## config.mk

```make
export PLATFORM = sky130hd
export DESIGN_NAME = chinese_numeral_to_integer_flat
export DESIGN_NICKNAME = d
export VERILOG_FILES = /design/src/design/cnti_pkg.sv /design/src/design/cnti_char_if.sv /design/src/design/cnti_result_if.sv /design/src/design/chinese_numeral_to_integer.sv /design/src/design/cnti_step.sv /design/src/flat_wrapper.sv
export SDC_FILE = /design/constraint.sdc
export NUM_CORES = 2
export LEC_CHECK = 0
export BUFFER_PORTS_ARGS = -buffer_cell sky130_fd_sc_hd__buf_2
export CAP_MARGIN = 10
export CORE_MARGIN = 5
export CORE_UTILIZATION = 54
export DETAILED_ROUTE_END_ITERATION = 16
export HOLD_SLACK_MARGIN = 0.15
export PLACE_DENSITY_LB_ADDON = 0.08
export SYNTH_ARGS = -nofsm -noshare
export SYNTH_HDL_FRONTEND = slang
export SYNTH_SLANG_ARGS = --single-unit
```

## constraint.sdc

```tcl
create_clock -name clk -period 14.4 [get_ports clk]
set_input_delay 0 -clock clk [delete_from_list [all_inputs] [get_ports clk]]
set_output_delay 0 -clock clk [all_outputs]
set_load 0.01 [all_outputs]
```

## src/design/cnti_pkg.sv

```systemverilog
`timescale 1ns / 1ps
// ----------------------------------------------------------------------------
// cnti_pkg
// Shared types, code points and decode helpers for the numeral converter.
// ----------------------------------------------------------------------------
package cnti_pkg;

	localparam int unsigned VALUE_WIDTH_DEF = 63;
	localparam int unsigned CODE_WIDTH      = 16;

	// character codes (BMP code points)
	localparam logic [CODE_WIDTH-1:0] CP_ZERO      = 16'h96F6;
	localparam logic [CODE_WIDTH-1:0] CP_ZERO_ALT  = 16'h3007;
	localparam logic [CODE_WIDTH-1:0] CP_ONE       = 16'h4E00;
	localparam logic [CODE_WIDTH-1:0] CP_TWO       = 16'h4E8C;
	localparam logic [CODE_WIDTH-1:0] CP_TWO_ALT   = 16'h4E24;
	localparam logic [CODE_WIDTH-1:0] CP_THREE     = 16'h4E09;
	localparam logic [CODE_WIDTH-1:0] CP_FOUR      = 16'h56DB;
	localparam logic [CODE_WIDTH-1:0] CP_FIVE      = 16'h4E94;
	localparam logic [CODE_WIDTH-1:0] CP_SIX       = 16'h516D;
	localparam logic [CODE_WIDTH-1:0] CP_SEVEN     = 16'h4E03;
	localparam logic [CODE_WIDTH-1:0] CP_EIGHT     = 16'h516B;
	localparam logic [CODE_WIDTH-1:0] CP_NINE      = 16'h4E5D;
	localparam logic [CODE_WIDTH-1:0] CP_TEN       = 16'h5341;
	localparam logic [CODE_WIDTH-1:0] CP_HUNDRED   = 16'h767E;
	localparam logic [CODE_WIDTH-1:0] CP_THOUSAND  = 16'h5343;
	localparam logic [CODE_WIDTH-1:0] CP_WAN       = 16'h4E07;
	localparam logic [CODE_WIDTH-1:0] CP_YI        = 16'h4EBF;

	typedef struct packed {
		logic seen_yi;
		logic seen_wan;
		logic ovf;
		logic inv;
	} cnti_flags_t;

	typedef struct packed {
		logic       is_digit;
		logic [3:0] val;
	} cnti_digit_t;

	function automatic cnti_digit_t digit_decode(input logic [CODE_WIDTH-1:0] c);
		cnti_digit_t d;
		d.is_digit = 1'b1;
		case (c)
			CP_ZERO, CP_ZERO_ALT: d.val = 4'd0;
			CP_ONE:               d.val = 4'd1;
			CP_TWO, CP_TWO_ALT:   d.val = 4'd2;
			CP_THREE:             d.val = 4'd3;
			CP_FOUR:              d.val = 4'd4;
			CP_FIVE:              d.val = 4'd5;
			CP_SIX:               d.val = 4'd6;
			CP_SEVEN:             d.val = 4'd7;
			CP_EIGHT:             d.val = 4'd8;
			CP_NINE:              d.val = 4'd9;
			default: begin
				d.is_digit = 1'b0;
				d.val      = 4'd0;
			end
		endcase
		return d;
	endfunction

endpackage

```

## src/design/cnti_char_if.sv

```systemverilog
`timescale 1ns / 1ps
// ----------------------------------------------------------------------------
// cnti_char_if
// Character request channel: one code point and a last mark.
// ----------------------------------------------------------------------------
interface cnti_char_if;
	logic        valid;
	logic        ready;
	logic [15:0] char_code;
	logic        last;

	modport source (output valid, output char_code, output last, input ready);
	modport sink   (input valid, input char_code, input last, output ready);
endinterface

```

## src/design/cnti_result_if.sv

```systemverilog
`timescale 1ns / 1ps
// ----------------------------------------------------------------------------
// cnti_result_if
// Result request channel: converted value with overflow and invalid flags.
// ----------------------------------------------------------------------------
interface cnti_result_if #(
	parameter int unsigned VALUE_WIDTH = 63
);
	logic                   valid;
	logic                   ready;
	logic [VALUE_WIDTH-1:0] value;
	logic                   overflow;
	logic                   invalid;

	modport source (output valid, output value, output overflow, output invalid,
		input ready);
	modport sink   (input valid, input value, input overflow, input invalid,
		output ready);
endinterface

```

## src/design/chinese_numeral_to_integer.sv

```systemverilog
`timescale 1ns / 1ps
// ----------------------------------------------------------------------------
// chinese_numeral_to_integer
// Converts a run of numeral characters, one per request, to a saturated value.
// ----------------------------------------------------------------------------
// Throughput: one character per cycle; a last one waits on a full result stage.
// The result of a run passes from its last character through the input
// register, the state update and the final sum into the output register.
// Non-last characters keep flowing while a result waits at the output.
// Reset (arst_n low) clears the run state and empties all stages; the run
// state also returns to zero after every last character.
// ----------------------------------------------------------------------------
module chinese_numeral_to_integer #(
	parameter int unsigned VALUE_WIDTH = cnti_pkg::VALUE_WIDTH_DEF
) (
	input  logic                 clk,
	input  logic                 arst_n,
	cnti_char_if.sink            char_in,
	cnti_result_if.source        result_out
);
	import cnti_pkg::*;

	// input stage
	logic                   valid_s1;
	logic [CODE_WIDTH-1:0]  char_s1;
	logic                   last_s1;

	// run state
	logic [VALUE_WIDTH-1:0] pend_q, sec_q, tot_q;
	cnti_flags_t            flags_q;

	// finished run awaiting the final sum
	logic                   valid_s2;
	logic [VALUE_WIDTH-1:0] pend_s2, sec_s2, tot_s2;
	cnti_flags_t            flags_s2;

	// output register
	logic                   out_valid_q;
	logic [VALUE_WIDTH-1:0] value_q;
	logic                   ovf_q, inv_q;

	logic [VALUE_WIDTH-1:0] pend_nxt, sec_nxt, tot_nxt;
	cnti_flags_t            flags_nxt;

	logic out_free, s2_go, s2_free, s1_go, s1_free;
	logic [VALUE_WIDTH:0] fin_a, fin_b;
	logic [VALUE_WIDTH-1:0] fin_a_sat, fin_val;
	logic fin_ovf;

	cnti_step #(
		.VALUE_WIDTH (VALUE_WIDTH)
	) u_step (
		.char_code (char_s1),
		.pend      (pend_q),
		.sec       (sec_q),
		.tot       (tot_q),
		.flags     (flags_q),
		.pend_nxt  (pend_nxt),
		.sec_nxt   (sec_nxt),
		.tot_nxt   (tot_nxt),
		.flags_nxt (flags_nxt)
	);

	always_comb begin
		out_free = !out_valid_q || result_out.ready;
		s2_go    = valid_s2 && out_free;
		s2_free  = !valid_s2 || out_free;
		// only a last character needs room downstream
		s1_go    = valid_s1 && (!last_s1 || s2_free);
		s1_free  = !valid_s1 || s1_go;
	end

	assign char_in.ready = s1_free;

	// final value: total + (section + pending), each add saturating
	always_comb begin
		fin_a     = {1'b0, sec_s2} + {1'b0, pend_s2};
		fin_a_sat = fin_a[VALUE_WIDTH] ? {VALUE_WIDTH{1'b1}} : fin_a[VALUE_WIDTH-1:0];
		fin_b     = {1'b0, tot_s2} + {1'b0, fin_a_sat};
		fin_val   = fin_b[VALUE_WIDTH] ? {VALUE_WIDTH{1'b1}} : fin_b[VALUE_WIDTH-1:0];
		fin_ovf   = flags_s2.ovf | fin_a[VALUE_WIDTH] | fin_b[VALUE_WIDTH];
	end

	always_ff @(posedge clk or negedge arst_n) begin
		if (!arst_n) begin
			valid_s1    <= 1'b0;
			valid_s2    <= 1'b0;
			out_valid_q <= 1'b0;
			pend_q      <= '0;
			sec_q       <= '0;
			tot_q       <= '0;
			flags_q     <= '0;
		end else begin
			if (s1_free)
				valid_s1 <= char_in.valid;

			if (s1_go && last_s1)
				valid_s2 <= 1'b1;
			else if (s2_go)
				valid_s2 <= 1'b0;

			if (s2_go)
				out_valid_q <= 1'b1;
			else if (result_out.ready)
				out_valid_q <= 1'b0;

			if (s1_go) begin
				if (last_s1) begin
					pend_q  <= '0;
					sec_q   <= '0;
					tot_q   <= '0;
					flags_q <= '0;
				end else begin
					pend_q  <= pend_nxt;
					sec_q   <= sec_nxt;
					tot_q   <= tot_nxt;
					flags_q <= flags_nxt;
				end
			end
		end
	end

	always_ff @(posedge clk) begin
		if (s1_free) begin
			char_s1 <= char_in.char_code;
			last_s1 <= char_in.last;
		end
		if (s1_go && last_s1) begin
			pend_s2  <= pend_nxt;
			sec_s2   <= sec_nxt;
			tot_s2   <= tot_nxt;
			flags_s2 <= flags_nxt;
		end
		if (s2_go) begin
			value_q <= flags_s2.inv ? '0 : fin_val;
			ovf_q   <= fin_ovf;
			inv_q   <= flags_s2.inv;
		end
	end

	assign result_out.valid    = out_valid_q;
	assign result_out.value    = value_q;
	assign result_out.overflow = ovf_q;
	assign result_out.invalid  = inv_q;

	// an invalid run always reports zero
	a_inv_zero: assert property (@(posedge clk) disable iff (!arst_n)
		out_valid_q && inv_q |-> value_q == '0)
		else $error("invalid result carries a nonzero value");

	// the run state is back at zero after a last character
	a_run_clear: assert property (@(posedge clk) disable iff (!arst_n)
		s1_go && last_s1 |=> pend_q == '0 && sec_q == '0 && tot_q == '0
			&& flags_q == '0)
		else $error("run state not cleared after last character");

	// a finished run waiting for the output register is not overwritten
	a_s2_hold: assert property (@(posedge clk) disable iff (!arst_n)
		valid_s2 && !out_free |=> valid_s2 && $stable(tot_s2) && $stable(flags_s2))
		else $error("pending run lost while output stalled");

	// a last character never advances while the result stage is blocked
	a_last_blocked: assert property (@(posedge clk) disable iff (!arst_n)
		valid_s1 && last_s1 && !s2_free |-> !char_in.ready)
		else $error("last character accepted over a full result stage");

endmodule

```

## src/design/cnti_step.sv

```systemverilog
`timescale 1ns / 1ps
// ----------------------------------------------------------------------------
// cnti_step
// Next-state logic for one character: saturating constant scaling and sums.
// ----------------------------------------------------------------------------
module cnti_step #(
	parameter int unsigned VALUE_WIDTH = cnti_pkg::VALUE_WIDTH_DEF
) (
	input  logic [cnti_pkg::CODE_WIDTH-1:0] char_code,
	input  logic [VALUE_WIDTH-1:0]          pend,
	input  logic [VALUE_WIDTH-1:0]          sec,
	input  logic [VALUE_WIDTH-1:0]          tot,
	input  cnti_pkg::cnti_flags_t           flags,
	output logic [VALUE_WIDTH-1:0]          pend_nxt,
	output logic [VALUE_WIDTH-1:0]          sec_nxt,
	output logic [VALUE_WIDTH-1:0]          tot_nxt,
	output cnti_pkg::cnti_flags_t           flags_nxt
);
	import cnti_pkg::*;

	localparam logic [VALUE_WIDTH-1:0] VMAX   = {VALUE_WIDTH{1'b1}};
	localparam logic [VALUE_WIDTH-1:0] W10    = VALUE_WIDTH'(10);
	localparam logic [VALUE_WIDTH-1:0] W100   = VALUE_WIDTH'(100);
	localparam logic [VALUE_WIDTH-1:0] W1000  = VALUE_WIDTH'(1000);
	localparam logic [VALUE_WIDTH-1:0] W1E4   = VALUE_WIDTH'(10000);
	localparam logic [VALUE_WIDTH-1:0] W1E8   = VALUE_WIDTH'(100000000);
	localparam logic [VALUE_WIDTH-1:0] LIM10  = VMAX / W10;
	localparam logic [VALUE_WIDTH-1:0] LIM100 = VMAX / W100;
	localparam logic [VALUE_WIDTH-1:0] LIM1K  = VMAX / W1000;
	localparam logic [VALUE_WIDTH-1:0] LIM1E4 = VMAX / W1E4;
	localparam logic [VALUE_WIDTH-1:0] LIM1E8 = VMAX / W1E8;

	// msb of the result is the saturation mark
	function automatic logic [VALUE_WIDTH:0] sat_add(
		input logic [VALUE_WIDTH-1:0] a,
		input logic [VALUE_WIDTH-1:0] b
	);
		logic [VALUE_WIDTH:0] s;
		s = {1'b0, a} + {1'b0, b};
		if (s[VALUE_WIDTH])
			return {1'b1, VMAX};
		return s;
	endfunction

	function automatic logic [VALUE_WIDTH:0] sat_mul(
		input logic [VALUE_WIDTH-1:0] a,
		input logic [VALUE_WIDTH-1:0] k,
		input logic [VALUE_WIDTH-1:0] lim
	);
		logic [VALUE_WIDTH-1:0] p;
		p = a * k;
		if (a > lim)
			return {1'b1, VMAX};
		return {1'b0, p};
	endfunction

	cnti_digit_t            dig;
	logic [VALUE_WIDTH-1:0] unit_m;
	logic [VALUE_WIDTH:0]   unit_mul10, unit_mul100, unit_mul1k;
	logic [VALUE_WIDTH:0]   unit_mul, unit_sum;
	logic [VALUE_WIDTH:0]   close_s, close_mul1e4, close_mul1e8;
	logic [VALUE_WIDTH:0]   close_mul, close_sum;
	logic [VALUE_WIDTH:0]   dig_mul, dig_sum;

	always_comb begin
		dig = digit_decode(char_code);

		// one constant multiply per weight, the code picks the product
		unit_m      = (pend == '0) ? VALUE_WIDTH'(1) : pend;
		unit_mul10  = sat_mul(unit_m, W10, LIM10);
		unit_mul100 = sat_mul(unit_m, W100, LIM100);
		unit_mul1k  = sat_mul(unit_m, W1000, LIM1K);
		case (char_code)
			CP_HUNDRED: begin
				unit_mul = unit_mul100;
			end
			CP_THOUSAND: begin
				unit_mul = unit_mul1k;
			end
			default: begin
				unit_mul = unit_mul10;
			end
		endcase
		unit_sum = sat_add(sec, unit_mul[VALUE_WIDTH-1:0]);

		close_s      = sat_add(sec, pend);
		close_mul1e4 = sat_mul(close_s[VALUE_WIDTH-1:0], W1E4, LIM1E4);
		close_mul1e8 = sat_mul(close_s[VALUE_WIDTH-1:0], W1E8, LIM1E8);
		close_mul    = (char_code == CP_YI) ? close_mul1e8 : close_mul1e4;
		close_sum    = sat_add(tot, close_mul[VALUE_WIDTH-1:0]);

		dig_mul = sat_mul(pend, W10, LIM10);
		dig_sum = sat_add(dig_mul[VALUE_WIDTH-1:0], VALUE_WIDTH'(dig.val));

		pend_nxt  = pend;
		sec_nxt   = sec;
		tot_nxt   = tot;
		flags_nxt = flags;

		case (char_code)
			CP_ZERO: begin
				pend_nxt = '0;
			end
			CP_TEN, CP_HUNDRED, CP_THOUSAND: begin
				sec_nxt       = unit_sum[VALUE_WIDTH-1:0];
				pend_nxt      = '0;
				flags_nxt.ovf = flags.ovf | unit_mul[VALUE_WIDTH] | unit_sum[VALUE_WIDTH];
			end
			CP_YI, CP_WAN: begin
				// yi is refused once either mark was seen, wan only after a wan
				if (flags.seen_wan || (char_code == CP_YI && flags.seen_yi)) begin
					flags_nxt.inv = 1'b1;
				end else begin
					if (char_code == CP_YI)
						flags_nxt.seen_yi = 1'b1;
					else
						flags_nxt.seen_wan = 1'b1;
					tot_nxt       = close_sum[VALUE_WIDTH-1:0];
					sec_nxt       = '0;
					pend_nxt      = '0;
					flags_nxt.ovf = flags.ovf | close_s[VALUE_WIDTH]
						| close_mul[VALUE_WIDTH] | close_sum[VALUE_WIDTH];
				end
			end
			default: begin
				if (!dig.is_digit) begin
					flags_nxt.inv = 1'b1;
				end else begin
					pend_nxt      = dig_sum[VALUE_WIDTH-1:0];
					flags_nxt.ovf = flags.ovf | dig_mul[VALUE_WIDTH] | dig_sum[VALUE_WIDTH];
				end
			end
		endcase
	end

endmodule
```

## src/flat_wrapper.sv

```systemverilog
// flat-port wrapper written by rule: the top's interface ports become plain ports
module chinese_numeral_to_integer_flat import cnti_pkg::*;
#(
	parameter int unsigned VALUE_WIDTH = cnti_pkg::VALUE_WIDTH_DEF
)
  (clk, arst_n, char_in_valid, char_in_char_code, char_in_last, char_in_ready, result_out_valid, result_out_value, result_out_overflow, result_out_invalid, result_out_ready);
  cnti_char_if char_in_i ();
  cnti_result_if #(.VALUE_WIDTH(VALUE_WIDTH)) result_out_i ();
  input  logic clk;
  input  logic arst_n;
  input wire logic [$bits(char_in_i.valid)-1:0] char_in_valid;
  input wire logic [$bits(char_in_i.char_code)-1:0] char_in_char_code;
  input wire logic [$bits(char_in_i.last)-1:0] char_in_last;
  output wire logic [$bits(char_in_i.ready)-1:0] char_in_ready;
  output wire logic [$bits(result_out_i.valid)-1:0] result_out_valid;
  output wire logic [$bits(result_out_i.value)-1:0] result_out_value;
  output wire logic [$bits(result_out_i.overflow)-1:0] result_out_overflow;
  output wire logic [$bits(result_out_i.invalid)-1:0] result_out_invalid;
  input wire logic [$bits(result_out_i.ready)-1:0] result_out_ready;
  assign char_in_i.valid = char_in_valid;
  assign char_in_i.char_code = char_in_char_code;
  assign char_in_i.last = char_in_last;
  assign char_in_ready = char_in_i.ready;
  assign result_out_valid = result_out_i.valid;
  assign result_out_value = result_out_i.value;
  assign result_out_overflow = result_out_i.overflow;
  assign result_out_invalid = result_out_i.invalid;
  assign result_out_i.ready = result_out_ready;
  chinese_numeral_to_integer #(.VALUE_WIDTH(VALUE_WIDTH)) u_core (.clk(clk), .arst_n(arst_n), .char_in(char_in_i), .result_out(result_out_i));
endmodule
```

# Word level (Yosys, flattened, before mapping)
# Index checks and enable logic that the tools add are counted.
# classes
reduce_logical	25
n_bitwise	9
n_lt_le_gt_ge	6
add_sub_neg	6
eq_ne	19
n_mul	6
mux	61
# ops
operator	n
$mux W64	21
$mux W63	11
$add A63 B63 Y64	5
$pmux W63 S2	2
$eq A16 B15 Y1 const B	15
$pmux W64 S2	1
$gt A63 B60 Y1 const B	2
$mul A63 B3 Y62 const B	2
$add A63 B4 Y64	1
$gt A63 B37 Y1 const B	1
$gt A63 B50 Y1 const B	1
$gt A63 B54 Y1 const B	1
$gt A63 B57 Y1 const B	1
$logic_not A63 Y1	1
$mul A63 B10 Y59 const B	1
$mul A63 B19 Y55 const B	1
$mul A63 B5 Y61 const B	1
$mul A63 B7 Y60 const B	1
$pmux W4 S9	1
$mux W1	20
$eq A16 B14 Y1 const B	1
$eq A16 B16 Y1 const B	1
$reduce_or A12 Y1	1
$or A1 B1 Y1	9
14 further kinds	30
# word_totals
regBits	469
output_inout_bits	67
in_bits	21

# Depth between registers and ports, before layout
# logic_depth
word_depth	14
mapped_depth	54

# Cells and area by module
# A second synthesis with hierarchy kept.
# unflattened
hier_cells	10527
hier_area_um2	89747.3
# modules_own_cells
mod	n_inst	seq_area_each_um2	cells_per_inst	area_per_inst_um2
cnti_step	1	0.0	8518	66406.2
chinese_numeral_to_integer	1	13102.6	2009	23341.1

# Worst setup path before layout
# No wires, ideal clock.
# synth_timing
path_type	reg-to-reg
start	register u_core.pend_q[58]
end	register u_core.tot_q[3]
setup_ns	0.121
path_stages_with_launch	48
arrival_ns	11.517
period_less_slack_ns	11.638
slack_ns	2.762
required_ns	14.279
cell_sequence	dfrtp_1 ha_1 clkbuf_1 a21o_1 o21bai_1 a221oi_1 o2111a_1 o21ai_0 o21a_1 clkbuf_1 clkbuf_1 clkbuf_1 or2_2 fa_1 inv_1 fa_1 inv_1 fa_1 [... 12 more ...] or2_2 a21oi_1 xnor2_1 o22a_1 ha_1 clkbuf_1 a21o_1 a21o_1 a21oi_1 o21ai_0 a31oi_1 o31ai_1 o41ai_1 o21a_1 clkbuf_1 clkbuf_1 a31oi_1 a22o_1
# synth_between
elab_chain_len	13
elab_cells_between_ends	18
# synth_lines
item	line	rtl
start: declaration	chinese_numeral_to_integer.sv:29	logic [VALUE_WIDTH-1:0] pend_q, sec_q, tot_q;
start signal: assignment	chinese_numeral_to_integer.sv:114	pend_q <= pend_nxt;
$add A63 B63 Y64 (*)	cnti_step.sv:39	s = {1'b0, a} + {1'b0, b};
$mux W1	cnti_step.sv:40	if (s[VALUE_WIDTH])
$mux W64 (*)	cnti_step.sv:42	return s;
branches (longest 3 deep; another with $mul A63 B10 Y59)	-	
$mux W64 (*)	cnti_step.sv:89	close_mul = (char_code == CP_YI) ? close_mul1e8 : close_mul1e4;
$add A63 B63 Y64 (*)	cnti_step.sv:39	
$mux W1	cnti_step.sv:40	
$mux W64 (*)	cnti_step.sv:42	
$mux W63 (*)	cnti_step.sv:111	if (flags.seen_wan || (char_code == CP_YI && flags.seen_yi)) begin
$mux W63 (*)	cnti_step.sv:100	case (char_code)
via u_core.tot_nxt[3]	chinese_numeral_to_integer.sv:42	logic [VALUE_WIDTH-1:0] pend_nxt, sec_nxt, tot_nxt;
$mux W63 (*)	chinese_numeral_to_integer.sv:108	if (last_s1) begin
end signal: assignment	chinese_numeral_to_integer.sv:116	tot_q <= tot_nxt;
end: declaration	chinese_numeral_to_integer.sv:29	
# Mark *: on every way through the listed nets, which the timed path passes.
# A chain may end at the register's enable or synchronous reset.

# Final worst setup path
# layout_timing
start	register u_core.sec_q[54]
end	register u_core.tot_q[2]
# layout_between
elab_chain_len	13
elab_cells_between_ends	18
# layout_lines
item	line	rtl
start: declaration	chinese_numeral_to_integer.sv:29	
start signal: assignment	chinese_numeral_to_integer.sv:115	sec_q <= sec_nxt;
$add A63 B63 Y64 (*)	cnti_step.sv:39	
$mux W1	cnti_step.sv:40	
$mux W64 (*)	cnti_step.sv:42	
branches (longest 3 deep; another with $mul A63 B10 Y59)	-	
$mux W64 (*)	cnti_step.sv:89	
$add A63 B63 Y64 (*)	cnti_step.sv:39	
$mux W1	cnti_step.sv:40	
$mux W64 (*)	cnti_step.sv:42	
$mux W63 (*)	cnti_step.sv:111	
$mux W63 (*)	cnti_step.sv:100	
via u_core.tot_nxt[2]	chinese_numeral_to_integer.sv:42	
$mux W63 (*)	chinese_numeral_to_integer.sv:108	
# Marks and branches as above.

==> results.toml <==
[floorplanning]
initial_core_util_pct = 54.3
io_pins = 88
coreArea_um2 = 167000
die_w_um = 420
die_area_um2 = 176000
fp-row-count = 150
die_height_um = 420

[clock_network]
h-tree-depth = 2
cts_max_path_buffers = 3
clk_latency_ns = 0.73
cts_root_buf = "clkbuf_16"
cts_sinks = 469
postCtsSetupRepairBufs = 0
tritoncts = "done"
numCtsBuffers = 54
cts_resized = 0
cts_hold_buf = 40
clk_pin_slew_worst_paths_ns = 0.07

[job]
drv_cap = 0

[synth]
synth_top_flop_cell = "edfxtp_1"
yosysMostFrequentCell = "inv_1"
ys_seq_area_share_pct = 14.4
yosys-top-cells-count = "inv_1 (1575), ha_1 (1333), a21oi_1 (1001), fa_1 (799), nand2_1 (638)"
yosys.area.top_type = "ha_1"
synth_area_leaders = "ha_1 (18%), fa_1 (18%), edfxtp_1 (9.0%), inv_1 (6.5%), a21oi_1 (5.5%)"
synthCells = 10700
synth_fp_nets = 12900
synth-seq-cells = 469
synthArstFlopShare_pct = 41.8
avgSynthCellArea_um2 = 8.47
synth_cell_types = 119
synth_edf_count = 273
synth_warnings = 0
netlist_area_um2 = 90700
synth_top_area_share_pct = 18.4

[timing]
rsz0062_at_grt = "false"
finalSetupTns_ns = 0
min_period_ns = 13.85
setup_violations = 0
finalHoldViolCount = 0
fin_ws_ns = 0.550
skew_ns = 0.110
tightest_slew_ns = 1.45
fmax_mhz = 72.2
fin_crit_sh_pct = 96.2
finalMaxSlewViolations = 0
holdWs_ns = 0.285
slew_headroom_pct = 2.22

[critical_path]
r2r-end = "u_core.tot_q[2]"
startpoint_type = "flop"
crit_end = "u_core.tot_q[2]"
cp_max_fo = 23
slowest_delay_ns = 0.88
worstSetupPathType = "reg2reg"
r2r_start = "u_core.sec_q[54]"
cp.arrival_ns = 14.41
cp-startpoint = "u_core.sec_q[54]"
cp.required_ns = 14.96
rr_worst_depth = 41
cp-end-kind = "flop"
critPathSlowestCell = "o21ai_0"
cpMostUsedCell = "fa_1"
regToRegSetupSlack_ns = 0.55

[detailed_routing]
dr_total_vias = 83700
ant_nets = 0
drc = 0
finalWirelength_mm = 364
wl_per_cell_um = 28.1
drtPass1Iterations = 6
drtIter0Drc = 10700
viasPerCell = 6.47

[global_route]
antenna_found_initial = 27
grt_usage_pct = 40.3
grt_start_max_net_pins = 130
grt_pass1_wl_mm = 529
grt_pass1_vias = 79800
grt-ovfl-total = 0

[layout]
final_nets = 12800
synthToLayoutAreaGrowth_pct = 6.15
fin_cells = 12900
multiInputGateArea_um2 = 70300
fillerInstances = 15400
fin_util_pct = 57.6
drive_above_1_share_pct = 4.98
finish.instance_area_um2 = 96300
seq_area_um2 = 13100

[min_path]
hold_path.class = "in2reg"
min_from = "result_out_ready"

[placed_design]
placedInstanceArea_um2 = 93800
io_buffers = 87
dp_hpwl_mm = 299
post-place-ws_ns = 1.03
gp_congestion = 1.06
place_inst = 12800

[power]
peakVddDrop_mv = 0.0922
power_leakage_nw = 49.8
p_per_area_nw_per_um2 = 48.3
power_mw = 4.65

[status]
status = "completed"
metal layers:
layer	track usage [%]	wire, um
met5	0.278	355
met4	16.6	18700
met3	11.5	42600
met2	58.3	149000
met1	56.5	154000
worst min path at each step:
stage | to | slack [ns] | cells after the start
3_5_place_dp | u_core.tot_q[17] | 0.12 | 1
3_3_place_gp | u_core.tot_q[17] | 0.10 | 1
6_report | u_core.valid_s2 | 0.29 | 6
4_1_cts | u_core.valid_s2 | 0.25 | 6
2_1_floorplan | u_core.flags_q[0] | -0.30 | 0
5_1_grt | u_core.valid_s2 | 0.32 | 6
sequential cells by signal (all words and copies together) (netlist names), 2 cells and up:
signal,cells
u_core.pend_q,63
u_core.pend_s2,63
u_core.result_out.value,63
u_core.sec_q,63
u_core.sec_s2,63
u_core.tot_q,63
u_core.tot_s2,63
u_core.char_s1,16
u_core.flags_q,4
u_core.flags_s2,2
worst max-delay path, delay by kind of cell, from the launching register on:
kind	cells	cell delay, ns
simple gates	6	1.50
xor+xnor	1	0.15
flops	1	0.42
compound gates	19	6.50
fa+ha+maj	9	4.20
buf+inv	6	0.83
placed cells by master (no fill, tap or decap), types with 54 or more instances in the layout:
cell       instances
buf_2             87
nor2b_1          137
nor2_1           604
a21o_1           413
nand4_1          145
a22o_1           111
a21oi_1          998
xnor2_1          355
nand3_1          174
a211oi_1         106
nand2b_1         116
fa_1             799
o21ai_0          503
nand2_1          632
inv_1           1573
o22a_1            57
or2_2             77
ha_1            1333
and3_1            74
edfxtp_1         273
o21a_1           143
buf_4            171
nor3_1           164
o21bai_1          90
a31oi_1          128
clkbuf_16         54
dfrtp_1          196
xor2_1           241
power breakdown:
group / switching [mW] / internal (mW)
Clock: 0.661 / 0.875
Combinational: 1.09 / 0.533
Sequential: 0.0260 / 1.47
logic make-up (layout without fill, tap and decap cells):
kind of cell    Yosys count  in the layout  synth area share, %
flops                   469            469                 14.4
buf+inv                1962           1981                 8.22
compound gates         3097           3097                 22.0
other cells               0             13                    0
mux                      26             26                0.295
simple gates           2415           2415                 13.2
xor+xnor                600            600                 5.84
fa+ha+maj              2132           2132                 36.0
cell type report:
| cell class | count | area share [%] |
|---|---|---|
| diodes | 13 | 0.0338 |
| multi-input cells | 8270 | 73.0 |
| inverters | 1578 | 6.16 |
| repair buffers | 302 | 2.29 |
| clock inverters | 34 | 0.502 |
| flip-flops and latches | 469 | 13.6 |
| well taps | 2204 | 2.86 |
| clock buffers | 67 | 1.52 |
(Power assumes the default switching activity.)
